===== src/design/assert_macros.svh =====
// Assertion macros used by the rotator top level.
`ifndef ASSERT_MACROS_SVH
`define ASSERT_MACROS_SVH

// Same-cycle implication, gated off while reset is asserted.
`define AVR_ASSERT_NOW(label, rst_n, ante, cons) \
  label: assert property (@(posedge clk_i) disable iff (!(rst_n)) (ante) |-> (cons)) \
    else $error("assertion failed");

// Next-cycle implication, gated off while reset is asserted.
`define AVR_ASSERT_NEXT(label, rst_n, ante, cons) \
  label: assert property (@(posedge clk_i) disable iff (!(rst_n)) (ante) |=> (cons)) \
    else $error("assertion failed");

`endif


===== src/design/avr_fmul.sv =====
// Signed fixed-point multiply, rounded half away from zero after the fraction shift.
module avr_fmul #(
  parameter int unsigned AW = 16,
  parameter int unsigned BW = 16,
  parameter int unsigned RW = 18,
  parameter int unsigned F  = 14
) (
  input  logic signed [AW-1:0] a_i,
  input  logic signed [BW-1:0] b_i,
  output logic signed [RW-1:0] p_o
);

  localparam int unsigned PW = AW + BW;

  logic signed [PW-1:0] prod;
  logic        [PW-1:0] mag;
  logic        [PW:0]   rnd;
  logic        [RW-1:0] res;

  always_comb begin
    prod = a_i * b_i;
    mag  = prod[PW-1] ? PW'(-prod) : PW'(prod);
    rnd  = ({1'b0, mag} + ((PW+1)'(1) << (F - 1))) >> F;
    res  = RW'(rnd);
    p_o  = prod[PW-1] ? $signed(-res) : $signed(res);
  end

endmodule


===== config.mk =====
export PLATFORM = sky130hd
export DESIGN_NAME = avr_fmul
export DESIGN_NICKNAME = d
export VERILOG_FILES = /design/src/design/assert_macros.svh /design/src/design/avr_fmul.sv
export SDC_FILE = /design/constraint.sdc
export NUM_CORES = 1
export LEC_CHECK = 0
export BUFFER_PORTS_ARGS = -buffer_cell sky130_fd_sc_hd__buf_2
export CAP_MARGIN = 20
export CORE_MARGIN = 2
export CORE_UTILIZATION = 40
export DETAILED_ROUTE_END_ITERATION = 8
export GPL_TIMING_DRIVEN = 0
export PLACE_DENSITY = 0.67
export SYNTH_ARGS = -nofsm -noshare
export SYNTH_HDL_FRONTEND = slang
export SYNTH_SLANG_ARGS = --single-unit

===== constraint.sdc =====
create_clock -name vclk -period 16.5
set_input_delay 3.3 -clock vclk [all_inputs]
set_output_delay 3.3 -clock vclk [all_outputs]
set_load 0.02 [all_outputs]

==> reports/metrics.yaml, run 1 <==
maxCapViolCount: 0
rows: 63
n_clock_buffer: 0
timing_hold_violations_final: 0
layout-drive-gt1-share_pct: 7.745
area_growth_pct: 6.341
drt_iter0_drc: 575
tightest_slew_ns: 1.058
setup_viol: 0
min_period_over_period_pct: 96.39
fin_util_pct: 43.35
register_area_um2: 0
slowest_stage: "fa_2"
grt_pass1_vias: 10600
io_pins: 50
synth-adder-area-share_pct: 51.97
yosysUniqueCellTypes: 95
min_path_type: "in2out"
overflow: 0
crit_path_start_kind: "input pin"
first_pass_iters: 5
grt_max_degree: 11
final_cells: 1849
num_antenna_cells: 0
drc: 0
synth.avg_cell_area_um2: 8.592
dpl.hpwl_um: 26130
synth-compound-area-share_pct: 11.59
hold_ws_ns: 7.824
nNetsFinal: 1839
initial_core_util_pct: 40.77
vias: 9695
dp.cells: 1850
max_freq_mhz: 62.87
worstPathArrival_ns: 12.61
path_max_fanout: 10
synth_simple_gate_area_share_pct: 19.10
yosysSeqAreaShare_pct: 0
core_area_um2: 29720
synth_xor_area_share_pct: 5.432
outcome: "complete, no violations"
critPathMaxStageDelay_ns: 0.67
relSlewSlack_pct: 28.93
die_h_um: 178.0
routed_wl_um: 30270
grt.total_usage_pct: 20.60
setup_ws_ns: 0.5949
drv_slew: 0
syn_area_um2: 12120
vias_per_cell: 5.243
period_needed_ns: 15.91
die-width_um: 178.0
path_class: "in2out"
rsz0062_at_grt: "no"
critPathLaunch: "a_i[15]"
dieArea_um2: 31700
endpoint: "p_o[15]"
ant_nets: 0
synth_top_family_by_area: "adder cells"
place.gp.congestion: 0.9041
nFlopsAndLatches: 0
muxShareOfSynthArea_pct: 0.4337
synth_warnings: 0
synthCells: 1410
antenna_found_initial: 1
crit_required_ns: 13.20
routedWlPerCell_um: 16.37
critical_path.most_common_cell: "inv_1"
grt_pass1_wl_um: 51900
syn-num-nets: 1788
port_buffers: 50
endpoint_kind: "primary output"
pre_cts_ws_ns: -0.1467
==> area by class of cell <==
| cell class | instances | area [um2] |
|---|---|---|
| Fill cell | 2948 | 16830 |
| Tap cell | 390 | 488.0 |
| Timing Repair Buffer | 51 | 257.7 |
| Buffer | 48 | 214.0 |
| Inverter | 313 | 1179 |
| Multi-Input combinational cell | 1047 | 10750 |
==> worst min path at each step <==
stage / startpoint / end / slack, ns / cells after the start
after floorplan: b_i[0] / p_o[0] / 7.40 / 8
final: b_i[0] / p_o[0] / 7.82 / 10
after global placement: b_i[0] / p_o[0] / 7.85 / 10
after detailed placement: b_i[0] / p_o[0] / 7.86 / 10
after CTS: b_i[0] / p_o[0] / 7.86 / 10
after global routing: b_i[0] / p_o[0] / 7.92 / 10
==> Yosys cell counts (4+ instances only) <==
cell type / count / share of area [%]
nor2b_1: 7 / 0.36
a21oi_1: 45 / 1.9
o21ai_1: 7 / 0.29
xor2_1: 12 / 0.87
nand2b_1: 16 / 0.83
a31oi_1: 6 / 0.31
a211oi_1: 6 / 0.37
clkbuf_1: 33 / 1.0
a211o_1: 6 / 0.43
nand3_1: 20 / 0.83
a21o_1: 10 / 0.62
nor2_1: 47 / 1.5
nand2_1: 161 / 5.0
nor4b_1: 4 / 0.29
o31ai_1: 4 / 0.25
buf_2: 11 / 0.45
and2_1: 125 / 6.5
and3_1: 8 / 0.41
a311o_1: 4 / 0.33
ha_1: 84 / 8.7
o22ai_1: 5 / 0.26
nor4_1: 5 / 0.26
o21a_1: 4 / 0.25
nand4_1: 6 / 0.31
o211ai_1: 6 / 0.37
xnor2_1: 50 / 3.6
o21ai_0: 30 / 1.2
a2111oi_0: 4 / 0.29
fa_1: 262 / 43
inv_1: 312 / 9.7
nor3_1: 11 / 0.45
==> per-stage QoR <==
step	area (um2)	TNS, ns
after floorplan	12120	0
after global placement	12850	-0.03836
after detailed placement	12850	-0.2259
after CTS	12860	0
after global routing	12880	0
final	12880	0
==> cell usage in the layout, fill, tap and decap left out, drive strengths merged, types with 10 or more instances in the layout <==
cell / instances
a21o: 11
a21oi: 48
and2: 125
and3: 10
buf: 68
clkbuf: 31
fa: 262
ha: 84
inv: 311
nand2: 161
nand2b: 16
nand3: 20
nor2: 48
nor3: 11
o21ai: 38
xnor2: 53
xor2: 14
==> worst max-delay path: cells and delay by family <==
kind	cells	cell delay, ns
adder cells (fa/ha/maj)	8	3.75
buffers and inverters	14	1.96
AND/OR/NAND/NOR	7	1.47
AO/OA/AOI/OAI	5	1.07
XOR/XNOR	5	1.03
==> cells by family (layout without fill, tap and decap cells) <==
family          count (synthesis)  in the layout
buf+inv                       363            412
simple gates                  440            440
fa+ha+maj                     346            346
xor+xnor                       68             68
compound gates                188            188
mux                             5              5
==> layer usage <==
layer	track usage (%)	share of wire, %	vias to the layer above
met5	0	0	-
met4	4.167	2.5	0
met3	1.748	5.2	40
met2	38.02	51	229
met1	26.30	41	4922
li1	-	-	4504
==> repair_timing <==
action                     CTS  global route
hold buffers                 0             0
buffers inserted             0             1
hold endpoints to repair     0             0
resized for setup            1             9
setup endpoints to repair    2            10
Power of run 1 is not shown: default switching activity piles up to over one toggle a cycle in this logic, so the estimate is an artifact.
==> run 2, diff against run 1 <==
--- a/config.mk
+++ b/config.mk
@@ -11,7 +11,9 @@
 export CORE_UTILIZATION = 40
 export DETAILED_ROUTE_END_ITERATION = 8
 export GPL_TIMING_DRIVEN = 0
-export PLACE_DENSITY = 0.67
+export MAX_ROUTING_LAYER = met4
+export PLACE_DENSITY = 0.58
+export SLEW_MARGIN = 20
 export SYNTH_ARGS = -nofsm -noshare
 export SYNTH_HDL_FRONTEND = slang
 export SYNTH_SLANG_ARGS = --single-unit
==> reports/metrics.yaml, run 2 (synthesis results as in run 1) <==
dpl.hpwl_um: 26860
period_needed_ns: 15.86
die-width_um: 178.0
setup_viol: 0
antenna_found_initial: 1
crit_path_start_kind: "input pin"
vias: 9674
max_freq_mhz: 63.06
drv_slew: 0
slowest_stage: "fa_2"
worstHoldStart: "b_i[0]"
outcome: "complete, no violations"
vias_per_cell: 5.224
min_to: "p_o[0]"
die_h_um: 178.0
min_path_type: "in2out"
path_max_fanout: 10
timing_hold_violations_final: 0
dieArea_um2: 31700
final_cells: 1852
drc: 0
core_area_um2: 29720
routed_wl_um: 31380
rows: 63
critPathMaxStageDelay_ns: 0.67
grt_max_degree: 17
endpoint_kind: "primary output"
tightest_slew_ns: 0.9803
crit_required_ns: 13.20
worstPathArrival_ns: 12.56
grt_pass1_vias: 10520
ant_nets: 0
nFlopsAndLatches: 0
area_growth_pct: 6.537
initial_core_util_pct: 40.77
overflow: 0
drt_iter0_drc: 444
first_pass_iters: 5
dp.cells: 1850
n_clock_buffer: 0
rsz0062_at_grt: "no"
register_area_um2: 0
finalSetupTns_ns: 0
relSlewSlack_pct: 34.18
path_class: "in2out"
pre_cts_ws_ns: -0.3149
crit_buf_inv: 11
crit_family: "adder cells"
layout_common_cells: "inv_1 (311), fa_1 (261), nand2_1 (161)"
min_period_over_period_pct: 96.11
place.gp.congestion: 0.8895
port_buffers: 50
setup_ws_ns: 0.6411
maxCapViolCount: 0
mostFrequentLayoutCell: "inv_1"
hold_path_depth: 10
hold_ws_ns: 7.807
routedWlPerCell_um: 16.94
layout-drive-gt1-share_pct: 7.871
fillers: 2993
grt.total_usage_pct: 21.90
grt_pass1_wl_um: 53210
io_pins: 50
nNetsFinal: 1841
[run 2: cell count changes in the layout (fill, tap and decap cells not counted)]
cell and delta:
buf_4 +2, clkbuf_1 +1, clkbuf_2 -1, diode_2 +1, xnor2_1 -1, xnor2_2 +1
[run 2: per-layer routing]
metal  track usage, %  up-vias  routed length, um
met5                -        -                  0
met4            3.962        0                705
met3           0.8951       46               1341
met2            39.71      224              16140
met1            27.48     4900              13180
li1                 -     4504                  -
[run 2: tightest hold or removal path, cell delays in order]
cell,delay (ns)
buf_2,0.17
nand2_1,0.09
nand3_1,0.09
nand4b_1,0.16
nor4_4,0.09
nand2_1,0.09
nand2_1,0.06
xnor2_1,0.14
ha_1,0.15
buf_2,0.16
[run 2: metrics by stage]
step | util [%] | area [um2]
floorplan | - | 12120
global placement | 43.25 | 12850
detailed placement | 43.25 | 12850
CTS | 43.26 | 12850
global route | 43.43 | 12900
finish | 43.43 | 12910
[run 2: worst max-delay path by stage]
stage / from / end / slack (ns) / cells past startpoint
floorplan: a_i[15] / p_o[17] / 1.44 / 32
global placement: b_i[1] / p_o[15] / -0.11 / 36
detailed placement: b_i[1] / p_o[15] / -0.31 / 35
CTS: a_i[15] / p_o[15] / 0.12 / 35
global route: a_i[15] / p_o[15] / 0.03 / 37
finish: a_i[15] / p_o[15] / 0.64 / 36
[run 2: area by class of cell]
type	instances	area, um2	share of cell area, %
Multi-Input combinational cell	1047	10750	83.31
Timing Repair Buffer	53	272.8	2.113
Antenna cell	1	2.502	0.01939
Buffer	48	212.7	1.648
Inverter	313	1179	9.131
Tap cell	390	488.0	3.781
[run 2: what timing repair did]
| item | CTS | global route |
|---|---|---|
| buffers inserted | 0 | 3 |
| endpoints found under the setup margin | 3 | 10 |
| hold buffers | 0 | 0 |
| resized for setup | 2 | 6 |
==> run 3, diff against run 2 <==
--- a/config.mk
+++ b/config.mk
@@ -5,6 +5,7 @@
 export SDC_FILE = /design/constraint.sdc
 export NUM_CORES = 1
 export LEC_CHECK = 0
+export ABC_AREA = 1
 export BUFFER_PORTS_ARGS = -buffer_cell sky130_fd_sc_hd__buf_2
 export CAP_MARGIN = 20
 export CORE_MARGIN = 2
==> reports/metrics.yaml, run 3 <==
grt_max_degree: 11
layout-drive-gt1-share_pct: 7.385
area_growth_pct: 5.236
initial_core_util_pct: 40.46
yosysSeqAreaShare_pct: 0
crit_required_ns: 13.20
drv_slew: 0
n_clock_buffer: 0
synth.avg_cell_area_um2: 6.807
fillers: 3498
drt_iter0_drc: 711
worstPathArrival_ns: 11.62
outcome: "complete, no violations"
synth_top_area_share_pct: 40.05
post-synth-top-area-cell: "fa_1"
first_pass_iters: 7
cts_setup_buffers: 0
syn-num-nets: 2302
grt.total_usage_pct: 23.09
dieArea_um2: 34200
timing_hold_violations_final: 0
port_buffers: 26
min_path_type: "in2out"
path_class: "in2out"
grt_pass1_vias: 11820
core_area_um2: 32370
register_area_um2: 0
period_needed_ns: 14.92
routedWlPerCell_um: 14.88
routed_wl_um: 35600
critical_path.most_common_cell: "fa_1"
synthTopCellsByCount: "nand2_1 (582), inv_1 (536), fa_1 (262)"
tightest_slew_ns: 0.8032
mostFrequentLayoutCell: "nand2_1"
crit_buf_inv: 9
rsz0062_at_grt: "no"
antenna_found_initial: 0
ctsHoldBuffers: 0
cts_resized: 0
synth_top_cells_by_area: "fa_1 (40%), nand2_1 (17%), inv_1 (15%), ha_1 (8.0%), nand3_1 (3.1%)"
setup_viol: 0
syn_area_um2: 13100
overflow: 0
place.gp.congestion: 0.9676
drc: 0
io_pins: 50
synthMostInstantiatedCell: "nand2_1"
endpoint_kind: "primary output"
critPathMaxStageDelay_ns: 0.65
path_max_fanout: 10
min_period_over_period_pct: 90.45
hold_ws_ns: 7.897
vias_per_cell: 4.785
nNetsFinal: 2330
max_freq_mhz: 67.01
grt_pass1_wl_um: 59810
synthCells: 1924
ant_nets: 0
yosysUniqueCellTypes: 41
maxCapViolCount: 0
rows: 66
finalSetupTns_ns: 0
nFlopsAndLatches: 0
die_h_um: 184.9
synth_warnings: 0
relSlewSlack_pct: 45.07
vias: 11450
crit_path_start_kind: "input pin"
dpl.hpwl_um: 31450
die-width_um: 184.9
crit_family: "adder cells"
slowest_stage: "clkbuf_1"
layout_common_cells: "nand2_1 (582), inv_1 (536), fa_1 (262)"
## run 3: cell types whose count changed in the layout (fill, tap and decap cells not counted), moves of 31 or more
cell     before  now
nand3_1      20   80
buf_2        61   30
nand4_1       6   38
inv_1       311  536
xnor2_1      49    8
nor2_1       47   82
and2_1      125    1
nand2_1     161  582
nand2_2       0   31
## run 3: metrics by stage
| step | util [%] | instances | setup WS [ns] | area [um2] |
|---|---|---|---|---|
| after floorplan | - | 1924 | 2.777 | 13100 |
| after global placement | 42.57 | 2392 | 1.687 | 13780 |
| after detailed placement | 42.57 | 2392 | 1.567 | 13780 |
| after CTS | 42.57 | 2392 | 1.528 | 13780 |
| after global routing | 42.57 | 2392 | 0.9648 | 13780 |
| final | 42.58 | 2393 | 1.576 | 13780 |
## run 3: path summary, 6_finish.rpt
kind	from	end	slack [ns]	cells after the start
max	b_i[6]	p_o[14]	1.58	38
min	b_i[0]	p_o[6]	7.90	8
## run 3: tightest hold or removal path, cell delays in order
cell and delay (ns):
buf_2 0.21, a2111oi_0 0.21, nand4_1 0.18, nand3b_1 0.11, nand2_2 0.16, xor2_2 0.12
xor2_1 0.15, buf_2 0.15
## run 3: cell families after synthesis
family / after synthesis / synth area share [%]
and+or+nand+nor: 886 / 29.94
AOI/OAI and AO/OA: 42 / 1.815
buffers and inverters: 623 / 18.10
adders and majority gates: 346 / 48.07
xor gates and xnor gates: 27 / 2.064
## run 3: final cells by class
cell class         count  area [um2]  share of cell area (%)
diodes                 1       2.502                 0.01816
plain buffers         62       264.0                   1.916
inverters            561        2107                   15.29
multi-input cells   1301       10730                   77.82
well taps            442       553.0                   4.013
repair buffers        26       130.1                  0.9442
## run 3: layer usage
metal | part of all wire [%] | GRT usage (%) | up-vias
met5 | 0 | - | -
met4 | 3.1 | 5.905 | 0
met3 | 5.6 | 2.359 | 60
met2 | 47 | 38.37 | 291
met1 | 44 | 30.31 | 5546
li1 | - | - | 5554
